File: src/design/touch_gesture_classifier_top_macros.svh
// assertion macros used by the touch gesture classifier queue
`ifndef TOUCH_GESTURE_CLASSIFIER_TOP_MACROS_SVH
`define TOUCH_GESTURE_CLASSIFIER_TOP_MACROS_SVH

// same-cycle implication, checked outside reset
`define TGC_ASSERT_IMP(label, clk, rst_n, ante, cons) \
    label: assert property (@(posedge clk) disable iff (!rst_n) (ante) |-> (cons)) \
        else $error("tgc assertion failed");

// next-cycle implication, checked outside reset
`define TGC_ASSERT_NXT(label, clk, rst_n, ante, cons) \
    label: assert property (@(posedge clk) disable iff (!rst_n) (ante) |=> (cons)) \
        else $error("tgc assertion failed");

`endif

File: src/design/tgc_pkg.sv
// types, codes and helpers shared by the touch gesture classifier
`timescale 1ns / 1ps

package tgc_pkg;

    // input commands
    localparam logic [1:0] CMD_PRESS   = 2'd0;
    localparam logic [1:0] CMD_MOVE    = 2'd1;
    localparam logic [1:0] CMD_RELEASE = 2'd2;
    localparam logic [1:0] CMD_POLL    = 2'd3;

    // gesture codes
    localparam logic [2:0] GEST_TAP   = 3'd0;
    localparam logic [2:0] GEST_LONG  = 3'd1;
    localparam logic [2:0] GEST_LEFT  = 3'd2;
    localparam logic [2:0] GEST_RIGHT = 3'd3;
    localparam logic [2:0] GEST_UP    = 3'd4;
    localparam logic [2:0] GEST_DOWN  = 3'd5;

    // configuration register indexes
    localparam logic [2:0] CFG_TAP_DIST   = 3'd0;
    localparam logic [2:0] CFG_TAP_TIME   = 3'd1;
    localparam logic [2:0] CFG_SWIPE_DIST = 3'd2;
    localparam logic [2:0] CFG_LONG_TIME  = 3'd3;
    localparam logic [2:0] CFG_LONG_DIST  = 3'd4;

    // configuration reset values
    localparam logic [21:0] RST_TAP_DIST   = 22'd400;
    localparam logic [15:0] RST_TAP_TIME   = 16'd500;
    localparam logic [21:0] RST_SWIPE_DIST = 22'd1600;
    localparam logic [15:0] RST_LONG_TIME  = 16'd800;
    localparam logic [21:0] RST_LONG_DIST  = 22'd400;

    typedef struct packed {
        logic [21:0] tap_max_dist_sq;
        logic [15:0] tap_max_time_ms;
        logic [21:0] swipe_min_dist_sq;
        logic [15:0] long_press_ms;
        logic [21:0] long_press_dist_sq;
    } t_cfg;

    // work handed from the front to the back
    typedef struct packed {
        logic        is_long;
        logic [9:0]  mag_x;
        logic [9:0]  mag_y;
        logic        neg_x;
        logic        neg_y;
        logic [31:0] held;
        logic [9:0]  origin_x;
        logic [9:0]  origin_y;
    } t_job;

    // queue status seen by both sides
    typedef struct packed {
        logic full;
        logic nonempty;
    } t_qstat;

    // square of a 10-bit magnitude
    function automatic logic [19:0] sq10(input logic [9:0] a);
        return 20'(a) * 20'(a);
    endfunction

    // difference a - b of two coordinates as sign and magnitude
    function automatic logic [10:0] sdiff10(input logic [9:0] a, input logic [9:0] b);
        logic [10:0] d;
        logic [10:0] m;
        d = {1'b0, a} - {1'b0, b};
        m = d[10] ? (11'd0 - d) : d;
        return {d[10], m[9:0]};
    endfunction

endpackage

File: src/design/tgc_front.sv
// front end: touch state tracking and long-press decision, issues work to the queue
`timescale 1ns / 1ps

module tgc_front
    import tgc_pkg::*;
(
    input  logic        i_clk,
    input  logic        i_rst_n,
    input  t_cfg        i_cfg,
    input  logic        i_valid,
    output logic        o_ready,
    input  logic [1:0]  i_cmd,
    input  logic [9:0]  i_pos_x,
    input  logic [9:0]  i_pos_y,
    input  logic [31:0] i_time_ms,
    input  t_qstat      i_qstat,
    output logic        o_push,
    output t_job        o_job
);

    logic        r_active;
    logic        r_fired;
    logic [9:0]  r_start_x;
    logic [9:0]  r_start_y;
    logic [31:0] r_press_time;
    logic [20:0] r_drift_sq;

    logic        w_accept;
    logic [31:0] w_held;
    logic [10:0] w_dx;
    logic [10:0] w_dy;
    logic [20:0] w_new_drift;
    logic        w_long_hit;

    assign o_ready  = !i_qstat.full;
    assign w_accept = i_valid && o_ready;

    // geometry against the start point
    assign w_held      = i_time_ms - r_press_time;
    assign w_dx        = sdiff10(i_pos_x, r_start_x);
    assign w_dy        = sdiff10(i_pos_y, r_start_y);
    assign w_new_drift = 21'(sq10(w_dx[9:0])) + 21'(sq10(w_dy[9:0]));

    // long press condition on poll
    assign w_long_hit = r_active && !r_fired
                        && (w_held >= {16'd0, i_cfg.long_press_ms})
                        && ({1'b0, r_drift_sq} < i_cfg.long_press_dist_sq);

    // work item toward the back end
    always_comb begin
        o_push         = 1'b0;
        o_job.is_long  = (i_cmd == CMD_POLL);
        o_job.mag_x    = w_dx[9:0];
        o_job.mag_y    = w_dy[9:0];
        o_job.neg_x    = w_dx[10];
        o_job.neg_y    = w_dy[10];
        o_job.held     = w_held;
        o_job.origin_x = r_start_x;
        o_job.origin_y = r_start_y;
        if (w_accept) begin
            unique case (i_cmd)
                CMD_RELEASE: o_push = r_active && !r_fired;
                CMD_POLL:    o_push = w_long_hit;
                default:     o_push = 1'b0;
            endcase
        end
    end

    // touch state
    always_ff @(posedge i_clk) begin
        if (!i_rst_n) begin
            r_active <= 1'b0;
            r_fired  <= 1'b0;
        end else if (w_accept) begin
            unique case (i_cmd)
                CMD_PRESS: begin
                    r_active <= 1'b1;
                    r_fired  <= 1'b0;
                end
                CMD_RELEASE: begin
                    r_active <= 1'b0;
                end
                CMD_POLL: begin
                    if (w_long_hit) begin
                        r_fired <= 1'b1;
                    end
                end
                default: begin
                end
            endcase
        end
    end

    // start point, press time and drift of the held pointer
    always_ff @(posedge i_clk) begin
        if (!i_rst_n) begin
            r_start_x    <= '0;
            r_start_y    <= '0;
            r_press_time <= '0;
            r_drift_sq   <= '0;
        end else if (w_accept) begin
            if (i_cmd == CMD_PRESS) begin
                r_start_x    <= i_pos_x;
                r_start_y    <= i_pos_y;
                r_press_time <= i_time_ms;
                r_drift_sq   <= '0;
            end else if (i_cmd == CMD_MOVE && r_active) begin
                r_drift_sq <= w_new_drift;
            end
        end
    end

endmodule

File: src/design/tgc_queue.sv
// small register queue between the front and back ends
`timescale 1ns / 1ps

`include "touch_gesture_classifier_top_macros.svh"

module tgc_queue
    import tgc_pkg::*;
#(
    parameter int DEPTH = 4
) (
    input  logic   i_clk,
    input  logic   i_rst_n,
    input  logic   i_push,
    input  t_job   i_job,
    input  logic   i_pop,
    output t_job   o_job,
    output t_qstat o_qstat
);

    localparam int PW = (DEPTH > 1) ? $clog2(DEPTH) : 1;
    localparam int CW = $clog2(DEPTH + 1);

    t_job          r_mem [DEPTH];
    logic [PW-1:0] r_wr_ptr;
    logic [PW-1:0] r_rd_ptr;
    logic [CW-1:0] r_count;

    assign o_job            = r_mem[r_rd_ptr];
    assign o_qstat.full     = (r_count == CW'(DEPTH));
    assign o_qstat.nonempty = (r_count != '0);

    // storage
    always_ff @(posedge i_clk) begin
        if (i_push) begin
            r_mem[r_wr_ptr] <= i_job;
        end
    end

    // pointers and fill count
    always_ff @(posedge i_clk) begin
        if (!i_rst_n) begin
            r_wr_ptr <= '0;
            r_rd_ptr <= '0;
            r_count  <= '0;
        end else begin
            if (i_push) begin
                r_wr_ptr <= (r_wr_ptr == PW'(DEPTH - 1)) ? '0 : r_wr_ptr + PW'(1);
            end
            if (i_pop) begin
                r_rd_ptr <= (r_rd_ptr == PW'(DEPTH - 1)) ? '0 : r_rd_ptr + PW'(1);
            end
            if (i_push && !i_pop) begin
                r_count <= r_count + CW'(1);
            end else if (i_pop && !i_push) begin
                r_count <= r_count - CW'(1);
            end
        end
    end

    `TGC_ASSERT_IMP(a_count_bound, i_clk, i_rst_n, 1'b1, r_count <= CW'(DEPTH))
    `TGC_ASSERT_IMP(a_pop_nonempty, i_clk, i_rst_n, i_pop, r_count != '0)
    `TGC_ASSERT_NXT(a_count_up, i_clk, i_rst_n, i_push && !i_pop, r_count == $past(r_count) + CW'(1))

endmodule

File: src/design/tgc_back.sv
// back end: squares, release classification and output register
`timescale 1ns / 1ps

module tgc_back
    import tgc_pkg::*;
(
    input  logic        i_clk,
    input  logic        i_rst_n,
    input  t_cfg        i_cfg,
    input  t_qstat      i_qstat,
    input  t_job        i_job,
    output logic        o_pop,
    output logic        o_valid,
    input  logic        i_ready,
    output logic [2:0]  o_gesture,
    output logic [9:0]  o_origin_x,
    output logic [9:0]  o_origin_y
);

    typedef struct packed {
        logic        is_long;
        logic [19:0] sq_x;
        logic [19:0] sq_y;
        logic        x_wins;
        logic        neg_x;
        logic        neg_y;
        logic        held_short;
        logic [9:0]  origin_x;
        logic [9:0]  origin_y;
    } t_s1;

    logic        r_s1_valid;
    t_s1         r_s1;
    logic        r_out_valid;
    logic [2:0]  r_gesture;
    logic [9:0]  r_origin_x;
    logic [9:0]  r_origin_y;

    logic        w_out_free;
    logic        w_s1_load;
    logic [20:0] w_d2;
    logic        w_hit;
    logic [2:0]  n_gesture;

    assign w_out_free = !r_out_valid || i_ready;
    assign w_s1_load  = !r_s1_valid || w_out_free;
    assign o_pop      = i_qstat.nonempty && w_s1_load;

    // stage one: squares and compares from the queue head
    always_ff @(posedge i_clk) begin
        if (!i_rst_n) begin
            r_s1_valid <= 1'b0;
        end else if (w_s1_load) begin
            r_s1_valid <= o_pop;
        end
    end

    always_ff @(posedge i_clk) begin
        if (o_pop) begin
            r_s1.is_long    <= i_job.is_long;
            r_s1.sq_x       <= sq10(i_job.mag_x);
            r_s1.sq_y       <= sq10(i_job.mag_y);
            r_s1.x_wins     <= (i_job.mag_x >= i_job.mag_y);
            r_s1.neg_x      <= i_job.neg_x;
            r_s1.neg_y      <= i_job.neg_y;
            r_s1.held_short <= (i_job.held < {16'd0, i_cfg.tap_max_time_ms});
            r_s1.origin_x   <= i_job.origin_x;
            r_s1.origin_y   <= i_job.origin_y;
        end
    end

    // stage two: distance and gesture decision
    assign w_d2 = 21'(r_s1.sq_x) + 21'(r_s1.sq_y);

    always_comb begin
        w_hit     = 1'b1;
        n_gesture = GEST_TAP;
        if (r_s1.is_long) begin
            n_gesture = GEST_LONG;
        end else if ({1'b0, w_d2} >= i_cfg.swipe_min_dist_sq) begin
            if (r_s1.x_wins) begin
                n_gesture = r_s1.neg_x ? GEST_LEFT : GEST_RIGHT;
            end else begin
                n_gesture = r_s1.neg_y ? GEST_UP : GEST_DOWN;
            end
        end else if (({1'b0, w_d2} < i_cfg.tap_max_dist_sq) && r_s1.held_short) begin
            n_gesture = GEST_TAP;
        end else begin
            w_hit = 1'b0;
        end
    end

    // output register
    always_ff @(posedge i_clk) begin
        if (!i_rst_n) begin
            r_out_valid <= 1'b0;
        end else if (w_out_free) begin
            r_out_valid <= r_s1_valid && w_hit;
        end
    end

    always_ff @(posedge i_clk) begin
        if (w_out_free && r_s1_valid && w_hit) begin
            r_gesture  <= n_gesture;
            r_origin_x <= r_s1.origin_x;
            r_origin_y <= r_s1.origin_y;
        end
    end

    assign o_valid    = r_out_valid;
    assign o_gesture  = r_gesture;
    assign o_origin_x = r_origin_x;
    assign o_origin_y = r_origin_y;

endmodule

File: src/design/touch_gesture_classifier_top.sv
// Touch gesture classifier: takes one touch item (press, move, release, poll with a
// millisecond timestamp) per clock and reports tap, long press and the four swipes,
// each with the point where the touch started. The front end updates the touch state
// in the cycle an item is taken, so items may follow each other in every cycle. A
// gesture item passes through the queue, the stage-one register and the output
// register before it is valid on the output stream; the queue between front and
// back holds QUEUE_DEPTH pending gestures, and the input stalls only when that
// queue is full. Configuration must be written through the register port only
// while no gesture is pending; the block itself does not enforce this.
`timescale 1ns / 1ps

module touch_gesture_classifier_top
    import tgc_pkg::*;
#(
    parameter int QUEUE_DEPTH = 4
) (
    input  logic        i_clk,
    input  logic        i_rst_n,
    // configuration
    input  logic        i_cfg_we,
    input  logic [2:0]  i_cfg_idx,
    input  logic [21:0] i_cfg_data,
    // input items
    input  logic        i_s_tvalid,
    output logic        o_s_tready,
    input  logic [55:0] i_s_tdata,   // cmd[1:0], pos_x[11:2], pos_y[21:12], time_ms[53:22]
    // gesture items
    output logic        o_m_tvalid,
    input  logic        i_m_tready,
    output logic [23:0] o_m_tdata    // gesture[2:0], origin_x[12:3], origin_y[22:13]
);

    t_cfg       r_cfg;
    t_qstat     w_qstat;
    logic       w_push;
    logic       w_pop;
    t_job       w_job_in;
    t_job       w_job_out;
    logic [2:0] w_gesture;
    logic [9:0] w_origin_x;
    logic [9:0] w_origin_y;

    // configuration registers
    always_ff @(posedge i_clk) begin
        if (!i_rst_n) begin
            r_cfg.tap_max_dist_sq    <= RST_TAP_DIST;
            r_cfg.tap_max_time_ms    <= RST_TAP_TIME;
            r_cfg.swipe_min_dist_sq  <= RST_SWIPE_DIST;
            r_cfg.long_press_ms      <= RST_LONG_TIME;
            r_cfg.long_press_dist_sq <= RST_LONG_DIST;
        end else if (i_cfg_we) begin
            unique case (i_cfg_idx)
                CFG_TAP_DIST:   r_cfg.tap_max_dist_sq    <= i_cfg_data;
                CFG_TAP_TIME:   r_cfg.tap_max_time_ms    <= i_cfg_data[15:0];
                CFG_SWIPE_DIST: r_cfg.swipe_min_dist_sq  <= i_cfg_data;
                CFG_LONG_TIME:  r_cfg.long_press_ms      <= i_cfg_data[15:0];
                CFG_LONG_DIST:  r_cfg.long_press_dist_sq <= i_cfg_data;
                default: begin
                end
            endcase
        end
    end

    tgc_front u_front (
        .i_clk     (i_clk),
        .i_rst_n   (i_rst_n),
        .i_cfg     (r_cfg),
        .i_valid   (i_s_tvalid),
        .o_ready   (o_s_tready),
        .i_cmd     (i_s_tdata[1:0]),
        .i_pos_x   (i_s_tdata[11:2]),
        .i_pos_y   (i_s_tdata[21:12]),
        .i_time_ms (i_s_tdata[53:22]),
        .i_qstat   (w_qstat),
        .o_push    (w_push),
        .o_job     (w_job_in)
    );

    tgc_queue #(
        .DEPTH (QUEUE_DEPTH)
    ) u_queue (
        .i_clk   (i_clk),
        .i_rst_n (i_rst_n),
        .i_push  (w_push),
        .i_job   (w_job_in),
        .i_pop   (w_pop),
        .o_job   (w_job_out),
        .o_qstat (w_qstat)
    );

    tgc_back u_back (
        .i_clk      (i_clk),
        .i_rst_n    (i_rst_n),
        .i_cfg      (r_cfg),
        .i_qstat    (w_qstat),
        .i_job      (w_job_out),
        .o_pop      (w_pop),
        .o_valid    (o_m_tvalid),
        .i_ready    (i_m_tready),
        .o_gesture  (w_gesture),
        .o_origin_x (w_origin_x),
        .o_origin_y (w_origin_y)
    );

    assign o_m_tdata = {1'b0, w_origin_y, w_origin_x, w_gesture};

endmodule

File: config.mk
export PLATFORM = sky130hd
export DESIGN_NAME = touch_gesture_classifier_top
export DESIGN_NICKNAME = d
export VERILOG_FILES = /design/src/design/tgc_pkg.sv /design/src/design/tgc_front.sv /design/src/design/tgc_queue.sv /design/src/design/tgc_back.sv /design/src/design/touch_gesture_classifier_top.sv
export VERILOG_INCLUDE_DIRS = /design/src /design/src/design
export SDC_FILE = /design/constraint.sdc
export NUM_CORES = 2
export LEC_CHECK = 0
export ABC_AREA = 1
export BUFFER_PORTS_ARGS = -buffer_cell sky130_fd_sc_hd__buf_2
export CORE_ASPECT_RATIO = 1.4
export CORE_UTILIZATION = 69
export DETAILED_ROUTE_END_ITERATION = 10
export PLACE_DENSITY = 0.87
export SYNTH_ARGS = -nofsm -noshare
export SYNTH_HDL_FRONTEND = slang
export SYNTH_SLANG_ARGS = --single-unit
export TNS_END_PERCENT = 30
File: constraint.sdc
create_clock -name i_clk -period 15.95 [get_ports i_clk]
set_input_delay 3.19 -clock i_clk [delete_from_list [all_inputs] [get_ports i_clk]]
set_output_delay 3.19 -clock i_clk [all_outputs]
set_load 0.01 [all_outputs]
==> results.yml <==
run_status:
  status: "finished clean"
detailed_routing:
  dr.pass1.iters: 8
  dr.first_iter.drc_count: 2273
  routedWlPerCell_um: 19.3
  routed_wl_um: 94000
  vias: 29100
  ant_nets: 0
  vias_per_cell: 5.96
  drc: 0
hold_path:
  min_path_type: "reg2reg"
  holdPathEnd: "u_back.o_origin_y[3]"
  hold_start: "u_back.r_s1[3]"
  hold_depth: 0
synth:
  yosys-top-cells-area: "edfxtp_1, fa_1, ha_1, dfxtp_1, inv_1"
  ys.flop_type: "edfxtp_1"
  syn_inst: 4026
  yosys_warnings: 0
  synth_edf_count: 386
  synth.most_common_cell: "inv_1"
  synth_common_cells: "inv_1, nand2_1, edfxtp_1"
  synth.largest_area_cell: "edfxtp_1"
  async_flop_share_pct: 0
  synth.cell_area_um2: 37600
  syn_avg_cell_area_um2: 9.33
  synth_cell_type_count: 60
  ys_ff_latch: 570
  yosysSeqAreaShare_pct: 40.7
  synth_nets: 4695
  synth_top_area_share_pct: 30.9
setup_path:
  worstSetupStartpointType: "input port"
  crit_slowest_cell: "xor2_2"
  cp_common_cell: "fa_1"
  crit_path_end_kind: "register"
  worst_r2r_endpoint: "u_front.r_drift_sq[18]"
  slowest_delay_ps: 770
  required_ps: 16490
  crit_arrival_ps: 11710
  rrSetupSlack_ps: 6960
  timing.rr.start: "u_front.r_start_x[5]"
  path_class: "in2reg"
  reg2reg_depth: 33
  worstPathMaxFanout: 18
  crit_path_start: "i_s_tdata[5]"
sta:
  finalCritPeriodShare_pct: 70.0
  timing.fmax_ghz: 0.0895
  min_period_ps: 11170
  finClkSkew_ps: 43.2
  timing.hold.ws_ps: 427
  tightest_slew_ps: 1060
  fin_ws_ps: 4780
  finalHoldViolCount: 0
  slew_violations: 0
  fin_tns_setup_ps: 0
  slew-limit-headroom_pct: 29.3
  setup_viol: 0
  rsz0062_at_grt: "false"
layout:
  final.fill_count: 3549
  multiInputGateArea_um2: 19300
  nets: 4783
  ff_latch_area_um2: 15300
  drive_above_1_share_pct: 7.17
  syn_to_final_growth_pct: 7.91
global_route:
  grtUsageTotal_pct: 34.8
  grt_pass1_wl_um: 149000
  grt_remaining_overflow: 0
  grt_pass1_vias: 29400
  grt_max_degree: 103
  antenna_found_initial: 7
run:
  cap_violations: 0
die:
  die_w_um: 199
  die_area_um2: 55400
  io-pin-count: 112
  initial_utilization_pct: 70.3
  die_h_um: 278
  coreArea_um2: 53400
  fp-row-count: 100
place:
  gp_congestion: 0.999
  io_buffer_count: 108
  post-place-ws_ps: 4470
  hpwl_um: 68800
clock_tree:
  holdBufCountCts: 0
  cts_resized: 0
  cts_tree: "built"
  clk_latency_ps: 630
  clockRootBuffer: "clkbuf_16"
  postCtsSetupRepairBufs: 0
  path_clk_slew_ps: 60
  clock-sinks: 570
  cts_buffers: 54
  h-tree-depth: 2
  clock_path_buffers: 3
[worst max-delay path by stage]
| stage | cells after the start | endpoint | slack (ps) |
|---|---|---|---|
| 6_report | 33 | u_front.r_drift_sq[18] | 4780 |
| 5_1_grt | 33 | u_front.r_drift_sq[18] | 4410 |
| 4_1_cts | 33 | u_front.r_drift_sq[18] | 4990 |
| 3_5_place_dp | 34 | u_front.r_drift_sq[18] | 4470 |
| 3_3_place_gp | 34 | u_front.r_drift_sq[18] | 4720 |
| 2_1_floorplan | 22 | u_queue.r_mem[0][0] | 4590 |
[sequential cells by signal (all words and copies together) (netlist names), 10 cells and up, named ones only]
register and flops:
u_queue.r_mem 300, r_cfg 98, u_back.r_s1 63, u_front.r_press_time 32, u_front.r_drift_sq 21, u_back.o_origin_x 10, u_back.o_origin_y 10, u_front.r_start_x 10
u_front.r_start_y 10
[routing by layer]
| layer | GRT usage (%) | vias to the layer above | routed length [um] |
|---|---|---|---|
| met2 | 60.8 | 1458 | 46900 |
| met5 | 0 | - | 26 |
| li1 | - | 13500 | - |
| met3 | 5.44 | 385 | 7680 |
| met1 | 40.2 | 13700 | 33500 |
| met4 | 20.2 | 4 | 5900 |
[kinds of logic (layout without fill, tap and decap cells)]
logic type	after synthesis	in the layout	synth area share, %
AND/OR/NAND/NOR	1200	1200	13.2
flip-flops	570	570	40.7
XOR/XNOR	106	106	2.64
other	1	7	0.00998
adder cells (fa/ha/maj)	583	583	23.9
buffers and inverters	803	936	8.16
AO/OA/AOI/OAI	763	763	11.3
[per-stage QoR]
step	area, um2	std cells	util, %
6_report	40500	4879	75.9
5_1_grt	40500	4874	75.9
3_5_place_dp	38800	4772	72.6
4_1_cts	40500	4873	75.8
3_3_place_gp	38800	4772	72.6
2_1_floorplan	37600	4026	-
[cells in the final DEF (no fill, tap or decap), types with 6 or more instances in the layout]
cell type	instances
inv_1	663
nand2_1	612
edfxtp_1	386
ha_1	357
nor2_1	350
a21oi_1	322
o21ai_0	265
fa_1	226
dfxtp_1	182
nand3_1	115
buf_2	107
xor2_1	70
clkbuf_16	54
o22ai_1	39
nand4_1	37
inv_2	30
xnor2_1	29
o211ai_1	27
buf_4	22
nor3_1	20
clkinv_1	18
nor4_1	16
a32oi_1	16
a21o_1	13
clkbuf_1	13
or2_2	12
a21boi_0	10
o21ai_1	10
o21bai_1	9
nand2_2	9
a211oi_1	8
clkinv_2	8
o21a_1	7
a31oi_1	7
diode_2	6
nand3b_1	6
clkinvlp_4	6
[worst max-delay path, delay by kind of cell]
kind	cells	cell delay, ps
AOI/OAI and AO/OA	10	2030
adders and majority gates	9	4330
buffers and inverters	5	370
and+or+nand+nor	8	1000
xor gates and xnor gates	1	770
[cell type report]
cell class	count	area share, %
Tap cell	714	2.20
Inverter	706	6.54
Clock inverter	29	0.593
Antenna cell	6	0.0370
Multi-Input combinational cell	2653	47.6
Clock buffer	72	3.62
Sequential cell	570	37.7
Timing Repair Buffer	129	1.73
Power is left out: the tool's default activity adds up to more than one toggle a clock period on the data nets, which glitch-free logic cannot reach.
